==> src/design/scd_pkg.sv <==
// scd_pkg: shared types and codes for the sketch command stream decoder
// used by the decoder top level and its port checker; no dependencies
`default_nettype none

package scd_pkg;

    // bits 7:6 of a header byte
    typedef enum logic [1:0] {
        SHORT_MOVE_X   = 2'd0,
        SHORT_MOVE_Y   = 2'd1,
        SHORT_PAUSE    = 2'd2,
        SHORT_EXTENDED = 2'd3
    } t_short_code;

    // extended-form opcodes, bits 3:0 of an extended header
    typedef enum logic [3:0] {
        OP_MOVE_X     = 4'd0,
        OP_MOVE_Y     = 4'd1,
        OP_PAUSE      = 4'd2,
        OP_TOGGLE_PEN = 4'd3,
        OP_CLEAR      = 4'd4,
        OP_WAIT_KEY   = 4'd5,
        OP_SET_COLOUR = 4'd6
    } t_ext_op;

    // extended operand length codes, bits 5:4
    localparam logic [1:0] LEN_NONE  = 2'd0;
    localparam logic [1:0] LEN_FOUR  = 2'd3;

    // kind of an emitted draw command
    typedef enum logic [2:0] {
        KIND_LINE        = 3'd0,
        KIND_COLOUR_LINE = 3'd1,
        KIND_PAUSE       = 3'd2,
        KIND_CLEAR       = 3'd3,
        KIND_WAIT_KEY    = 3'd4
    } t_cmd_kind;

    localparam int unsigned FIELD_W   = 32;
    localparam int unsigned OUT_DATA_W = 5 * FIELD_W;
    localparam int unsigned KIND_W    = 3;
    localparam logic [FIELD_W-1:0] NO_COLOUR = '1;

endpackage

`default_nettype wire

==> src/design/sketch_command_stream_decoder.sv <==
// sketch_command_stream_decoder: byte-stream decoder for vector drawing commands
// depends on scd_pkg for opcodes, command kinds and field widths
//
// usage
//   s_axis carries one command-stream byte per item in tdata[7:0]
//   m_axis carries one draw command per item: tuser holds the command kind,
//   tdata holds from_x, from_y, to_x, to_y, amount (32 bits each, low first)
//   one byte is taken per cycle while the output is not stalled; a byte passes
//   an input register, is decoded against the pen state and lands in the output
//   register, from which its result shows on m_axis
//   short bytes and operand bytes take this same path; most bytes give no
//   result and simply drop out of the pipe
//   when the receiver stalls, the output register holds its command and the
//   input register fills; s_axis_tready then falls until the output drains
//   reset (synchronous, active low) clears both pipe stages, puts the pen at
//   the origin and up, sets no colour and drops any half-gathered operand
//   coordinates wrap modulo 2^COORD_WIDTH and are shown as their low 32 bits,
//   zero-extended when COORD_WIDTH is narrower
`default_nettype none

module sketch_command_stream_decoder
    import scd_pkg::*;
#(
    parameter int unsigned COORD_WIDTH = 32
) (
    input  wire logic                  i_clk,
    input  wire logic                  i_rst_n,
    input  wire logic                  s_axis_tvalid,
    output logic                       s_axis_tready,
    input  wire logic [7:0]            s_axis_tdata,   // in_byte[7:0]
    output logic                       m_axis_tvalid,
    input  wire logic                  m_axis_tready,
    output logic [OUT_DATA_W-1:0]      m_axis_tdata,   // from_x, from_y, to_x, to_y, amount
    output logic [KIND_W-1:0]          m_axis_tuser    // cmd_kind
);

    // input stage
    logic       r_in_valid;
    logic [7:0] r_in_byte;

    // drawing state
    logic [COORD_WIDTH-1:0] r_pos_x, r_pos_y, r_last_x, r_last_y;
    logic [COORD_WIDTH-1:0] n_pos_x, n_pos_y, n_last_x, n_last_y;
    logic                   r_pen, n_pen;
    logic [FIELD_W-1:0]     r_colour, n_colour;
    logic [2:0]             r_pend, n_pend;
    logic [3:0]             r_op, n_op;
    logic [FIELD_W-1:0]     r_acc, n_acc;
    logic                   r_first, n_first;

    // output stage
    logic               r_out_valid;
    t_cmd_kind          r_out_kind;
    logic [FIELD_W-1:0] r_out_fx, r_out_fy, r_out_tx, r_out_ty, r_out_amt;

    logic               w_adv;
    logic               w_res_valid;
    t_cmd_kind          w_res_kind;
    logic [FIELD_W-1:0] w_res_fx, w_res_fy, w_res_tx, w_res_ty, w_res_amt;

    assign w_adv         = r_in_valid && (!r_out_valid || m_axis_tready);
    assign s_axis_tready = !r_in_valid || w_adv;

    always_comb begin
        logic [7:0]             b;
        logic [FIELD_W-1:0]     base;
        logic                   ex_valid;
        logic [3:0]             ex_op;
        logic [FIELD_W-1:0]     ex_operand;
        logic [COORD_WIDTH-1:0] ext;
        logic [COORD_WIDTH-1:0] new_y;

        b          = r_in_byte;
        n_pos_x    = r_pos_x;
        n_pos_y    = r_pos_y;
        n_last_x   = r_last_x;
        n_last_y   = r_last_y;
        n_pen      = r_pen;
        n_colour   = r_colour;
        n_pend     = r_pend;
        n_op       = r_op;
        n_acc      = r_acc;
        n_first    = r_first;
        ex_valid   = 1'b0;
        ex_op      = OP_MOVE_X;
        ex_operand = '0;
        base       = '0;

        if (r_pend != 3'd0) begin
            // operand byte, big-endian, sign taken from the first one
            base    = r_first ? {FIELD_W{b[7]}} : r_acc;
            n_acc   = {base[FIELD_W-9:0], b};
            n_first = 1'b0;
            n_pend  = r_pend - 3'd1;
            if (r_pend == 3'd1) begin
                ex_valid   = 1'b1;
                ex_op      = r_op;
                ex_operand = n_acc;
            end
        end else begin
            unique case (t_short_code'(b[7:6]))
                SHORT_MOVE_X: begin
                    ex_valid   = 1'b1;
                    ex_op      = OP_MOVE_X;
                    ex_operand = FIELD_W'($signed(b[5:0]));
                end
                SHORT_MOVE_Y: begin
                    ex_valid   = 1'b1;
                    ex_op      = OP_MOVE_Y;
                    ex_operand = FIELD_W'($signed(b[5:0]));
                end
                SHORT_PAUSE: begin
                    ex_valid   = 1'b1;
                    ex_op      = OP_PAUSE;
                    ex_operand = FIELD_W'(b[5:0]);
                end
                SHORT_EXTENDED: begin
                    n_op  = b[3:0];
                    n_acc = '0;
                    if (b[5:4] == LEN_NONE) begin
                        ex_valid = 1'b1;
                        ex_op    = b[3:0];
                    end else begin
                        n_pend  = (b[5:4] == LEN_FOUR) ? 3'd4 : {1'b0, b[5:4]};
                        n_first = 1'b1;
                    end
                end
                default: ;
            endcase
        end

        ext   = COORD_WIDTH'($signed(ex_operand));
        new_y = r_pos_y + ext;

        w_res_valid = 1'b0;
        w_res_kind  = KIND_LINE;
        w_res_fx    = '0;
        w_res_fy    = '0;
        w_res_tx    = '0;
        w_res_ty    = '0;
        w_res_amt   = '0;

        if (ex_valid) begin
            unique case (t_ext_op'(ex_op))
                OP_MOVE_X: begin
                    n_last_x = r_pos_x;
                    n_pos_x  = r_pos_x + ext;
                end
                OP_MOVE_Y: begin
                    n_last_y = r_pos_y;
                    n_pos_y  = new_y;
                    if (r_pen) begin
                        w_res_valid = 1'b1;
                        w_res_fx    = FIELD_W'(r_last_x);
                        w_res_fy    = FIELD_W'(r_pos_y);
                        w_res_tx    = FIELD_W'(r_pos_x);
                        w_res_ty    = FIELD_W'(new_y);
                        if (r_colour == NO_COLOUR) begin
                            w_res_kind = KIND_LINE;
                        end else begin
                            w_res_kind = KIND_COLOUR_LINE;
                            w_res_amt  = r_colour;
                        end
                        n_last_x = r_pos_x;
                        n_last_y = new_y;
                    end
                end
                OP_PAUSE: begin
                    w_res_valid = 1'b1;
                    w_res_kind  = KIND_PAUSE;
                    w_res_amt   = ex_operand;
                    n_last_x    = r_pos_x;
                    n_last_y    = r_pos_y;
                end
                OP_TOGGLE_PEN: begin
                    n_pen    = !r_pen;
                    n_last_x = r_pos_x;
                    n_last_y = r_pos_y;
                end
                OP_CLEAR: begin
                    w_res_valid = 1'b1;
                    w_res_kind  = KIND_CLEAR;
                end
                OP_WAIT_KEY: begin
                    w_res_valid = 1'b1;
                    w_res_kind  = KIND_WAIT_KEY;
                end
                OP_SET_COLOUR: begin
                    n_colour = ex_operand;
                end
                default: ;  // unused opcodes only consume their operand
            endcase
        end
    end

    always_ff @(posedge i_clk) begin
        if (!i_rst_n) begin
            r_in_valid  <= 1'b0;
            r_out_valid <= 1'b0;
            r_pos_x     <= '0;
            r_pos_y     <= '0;
            r_last_x    <= '0;
            r_last_y    <= '0;
            r_pen       <= 1'b0;
            r_colour    <= NO_COLOUR;
            r_pend      <= 3'd0;
            r_op        <= 4'd0;
            r_acc       <= '0;
            r_first     <= 1'b0;
        end else begin
            if (s_axis_tready) begin
                r_in_valid <= s_axis_tvalid;
            end
            if (w_adv) begin
                r_pos_x     <= n_pos_x;
                r_pos_y     <= n_pos_y;
                r_last_x    <= n_last_x;
                r_last_y    <= n_last_y;
                r_pen       <= n_pen;
                r_colour    <= n_colour;
                r_pend      <= n_pend;
                r_op        <= n_op;
                r_acc       <= n_acc;
                r_first     <= n_first;
                r_out_valid <= w_res_valid;
            end else if (m_axis_tready) begin
                r_out_valid <= 1'b0;
            end
        end
    end

    // payload registers, no reset
    always_ff @(posedge i_clk) begin
        if (s_axis_tready) begin
            r_in_byte <= s_axis_tdata;
        end
        if (w_adv) begin
            r_out_kind <= w_res_kind;
            r_out_fx   <= w_res_fx;
            r_out_fy   <= w_res_fy;
            r_out_tx   <= w_res_tx;
            r_out_ty   <= w_res_ty;
            r_out_amt  <= w_res_amt;
        end
    end

    assign m_axis_tvalid = r_out_valid;
    assign m_axis_tuser  = r_out_kind;
    assign m_axis_tdata  = {r_out_amt, r_out_ty, r_out_tx, r_out_fy, r_out_fx};

endmodule

`default_nettype wire

==> config.mk <==
export PLATFORM = sky130hd
export DESIGN_NAME = sketch_command_stream_decoder
export DESIGN_NICKNAME = d
export VERILOG_FILES = /design/src/design/scd_pkg.sv /design/src/design/sketch_command_stream_decoder.sv
export SDC_FILE = /design/constraint.sdc
export NUM_CORES = 1
export LEC_CHECK = 0
export CORE_UTILIZATION = 45
export DETAILED_ROUTE_END_ITERATION = 8
export DONT_BUFFER_PORTS = 1
export GPL_TIMING_DRIVEN = 1
export PLACE_DENSITY = 0.73
export SLEW_MARGIN = 10
export SYNTH_ARGS = -nofsm -noshare
export SYNTH_HDL_FRONTEND = slang
export SYNTH_SLANG_ARGS = --single-unit
==> constraint.sdc <==
create_clock -name i_clk -period 5.4 [get_ports i_clk]
set_input_delay 0.54 -clock i_clk [delete_from_list [all_inputs] [get_ports i_clk]]
set_output_delay 0.54 -clock i_clk [all_outputs]
set_load 0.01 [all_outputs]
==> impl_metrics.py <==
metrics = {
    "synth": {
        "syn_nets": 1699,
        "yosys.area.top_type": "edfxtp_1",
        "ys.flop_type": "edfxtp_1",
        "yosysMostFrequentCell": "nor2_1",
        "syn-cell-area_sq_um": 15900,
        "ys_top_cells_by_area": "edfxtp_1, dfxtp_1, a21oi_1",
        "synthArstFlopShare_pct": 0,
        "synth_edf_count": 171,
        "synthCells": 1620,
        "ys_seq_area_share_pct": 52.9,
        "syn_area_per_cell_sq_um": 9.79,
        "yosysUniqueCellTypes": 74,
        "synth_common_cells": "nor2_1, nand2_1, a21oi_1",
        "synth_seq_cells": 334,
        "yosys_warnings": 0,
        "netlist.area_leader.share_pct": 32.4,
    },
    "floorplanning": {
        "die_height_microns": 190,
        "start_util_pct": 45.8,
        "ios": 177,
        "rows": 68,
        "dieArea_sq_um": 36000,
        "die-width_microns": 190,
        "fp.coreArea_sq_um": 34600,
    },
    "layout": {
        "design_area_sq_um": 17500,
        "finalNonFillerCells": 2087,
        "nets": 1682,
        "diodes": 0,
        "drive_above_1_share_pct": 7.48,
        "syn_to_final_growth_pct": 10.5,
    },
    "timing": {
        "hold_viol_final": 0,
        "min_period_ps": 4830,
        "fin_skew_ps": 27.1,
        "fin_crit_sh_pct": 89.5,
        "finalSetupViolations": 0,
        "worstMarginPinSlew_ps": 1230,
        "relSlewSlack_pct": 17.5,
        "fmax_mhz": 207,
        "final_max_slew_viol_count": 0,
        "fin_setup_tns_ps": 0,
        "rsz0062_at_grt": "no",
    },
    "place": {
        "port_buffers": 0,
        "placed_area_sq_um": 16300,
        "gp_congestion": 0.952,
        "dpl.cell_count": 2019,
        "dp_hpwl_mm": 29.0,
    },
    "cts": {
        "holdBufCountCts": 0,
        "worstSkewPairLatency_ps": 550,
        "post_cts_buffers": 0,
        "clk_pin_slew_ps": 60,
        "cts-root-buf": "clkbuf_16",
        "cts_tree": "yes",
        "cts_made_buffers": 37,
        "clockBufferDepth": 3,
        "htree_num_levels": 2,
        "cts_resized": 0,
        "cts.sinks": 334,
    },
    "worst_setup_path": {
        "endpoint_kind": "register",
        "cp-start-kind": "register",
        "cp_slowest_cell": "ha_1",
        "cp.depth": 15,
        "crit_top_cell": "ha_1",
        "cp.arrival_ps": 5300,
        "reg2reg_depth": 15,
        "worst-setup-path-type": "reg -> reg",
        "cp_top_family": "simple AND/OR/NAND/NOR gates",
        "cp_num_buf_inv": 2,
        "critPathMaxStageDelay_ps": 630,
        "worstPathCellList": "inv_1 > ha_1 > ha_1 > nand3b_1 > buf_4 > nand2_1 > ha_1 > nand4_1 > or2_2 > o311ai_2 > a21oi_1 > o21ai_1 > nand4_1 > o211ai_1 > mux2i_1",
        "cp.required_ps": 5870,
        "crit_fanout": 20,
    },
    "global_route": {
        "grt_max_degree": 164,
        "grt_pass1_vias": 11400,
        "grt-ovfl-total": 0,
        "grt_pass1_wl_mm": 66.0,
        "antenna_found_initial": 0,
        "grt.total_usage_pct": 23.7,
    },
    "pwr": {
        "p_per_area_nw_per_um2": 325,
        "power_mw": 5.71,
        "vdd_ir_drop_max_v": 0.000221,
        "leakage_nw": 6.69,
    },
    "hold_path": {
        "hold-path-cell-count": 1,
        "hold_path.class": "in -> reg",
    },
    "drt": {
        "drt_iter0_markers": 1149,
        "antenna_left": 0,
        "vias": 12200,
        "drt-wirelength-per-cell_microns": 20.6,
        "drt-total-wl_mm": 43.1,
        "viasPerCell": 5.85,
        "drc": 0,
        "dr.pass1.iters": 6,
    },
    "outcome": {
        "status": "complete, no violations",
    },
    "flow_run": {
        "maxCapViolCount": 0,
    },
}
[stage by stage]
step	hold WS, ps	utilization (%)	worst slack [ps]
4_1_cts	61.5	50.6	651
5_1_grt	77.7	50.6	182
3_3_place_gp	439	47.2	825
2_1_floorplan	432	-	64.3
3_5_place_dp	443	47.2	678
6_report	93.2	50.6	568
[area by class of cell]
type	count	area (sq um)
fill	3073	17100
sequential	334	8400
multi-input combinational	1169	7000
clock buffer	47	1000
tap	455	569
timing repair buffer	36	283
clock inverter	21	179
inverter	25	100
[placed cells by master, fill, tap and decap left out, types with 31 or more instances in the layout]
cell,count
nand2_1,178
nor2_1,182
buf_4,35
clkbuf_16,38
a21oi_1,172
dfxtp_1,163
nand3_1,36
and2_1,110
a22o_1,31
o21ai_0,93
edfxtp_1,171
ha_1,65
[sequential cells by signal, indices dropped and copies added (netlist names)]
name,cells
r_out_ty,32
r_out_amt,32
r_last_x,32
r_colour,32
r_pend,3
m_axis_tuser,3
m_axis_tvalid,1
r_out_fy,32
r_acc,24
r_in_byte,8
r_in_valid,1
r_pen,1
r_out_tx,32
r_pos_x,32
r_first,1
r_out_fx,32
r_pos_y,32
r_op,4
[logic make-up (layout without fill, tap and decap cells)]
logic type	Yosys count	after routing	share of synthesized area (%)
xor gates and xnor gates	53	53	2.93
adders and majority gates	67	67	5.38
and+or+nand+nor	609	609	18.2
AOI/OAI and AO/OA	433	433	17.1
buffers and inverters	117	129	2.98
muxes	7	7	0.442
DFF	334	334	52.9
[per-layer routing]
layer / track usage [%] / wire, microns / up-vias
met5: 0 / 0 / -
met4: 9.06 / 1490 / 0
met3: 4.15 / 3190 / 79
met2: 37.0 / 19500 / 513
met1: 32.9 / 18900 / 5861
li1: - / - / 5756
[worst register-to-register path: stages, from the launching register on]
cell	delay, ps
dfxtp_1	330
inv_1	80
ha_1	150
ha_1	630
nand3b_1	570
buf_4	350
nand2_1	340
ha_1	290
nand4_1	140
or2_2	300
o311ai_2	550
a21oi_1	230
o21ai_1	290
nand4_1	130
o211ai_1	180
mux2i_1	210
[report_power, final]
part | internal, mW | switching, mW
sequential | 2.73 | 0.0658
clock | 1.39 | 1.07
combinational | 0.136 | 0.317
total | 4.25 | 1.45
[path summary, 6_finish.rpt]
path,from,to,slack (ps)
min reg2reg,r_last_x[6]$_SDFFE_PN0P_,r_last_x[6]$_SDFFE_PN0P_,450
min,i_rst_n,r_colour[4]$_SDFFE_PN1P_,90
max,r_pend[0]$_SDFFE_PN0P_,r_pos_x[31]$_SDFFE_PN0P_,570
max reg2reg,r_pend[0]$_SDFFE_PN0P_,r_pos_x[31]$_SDFFE_PN0P_,570
Power figures use the tool's default switching activity.
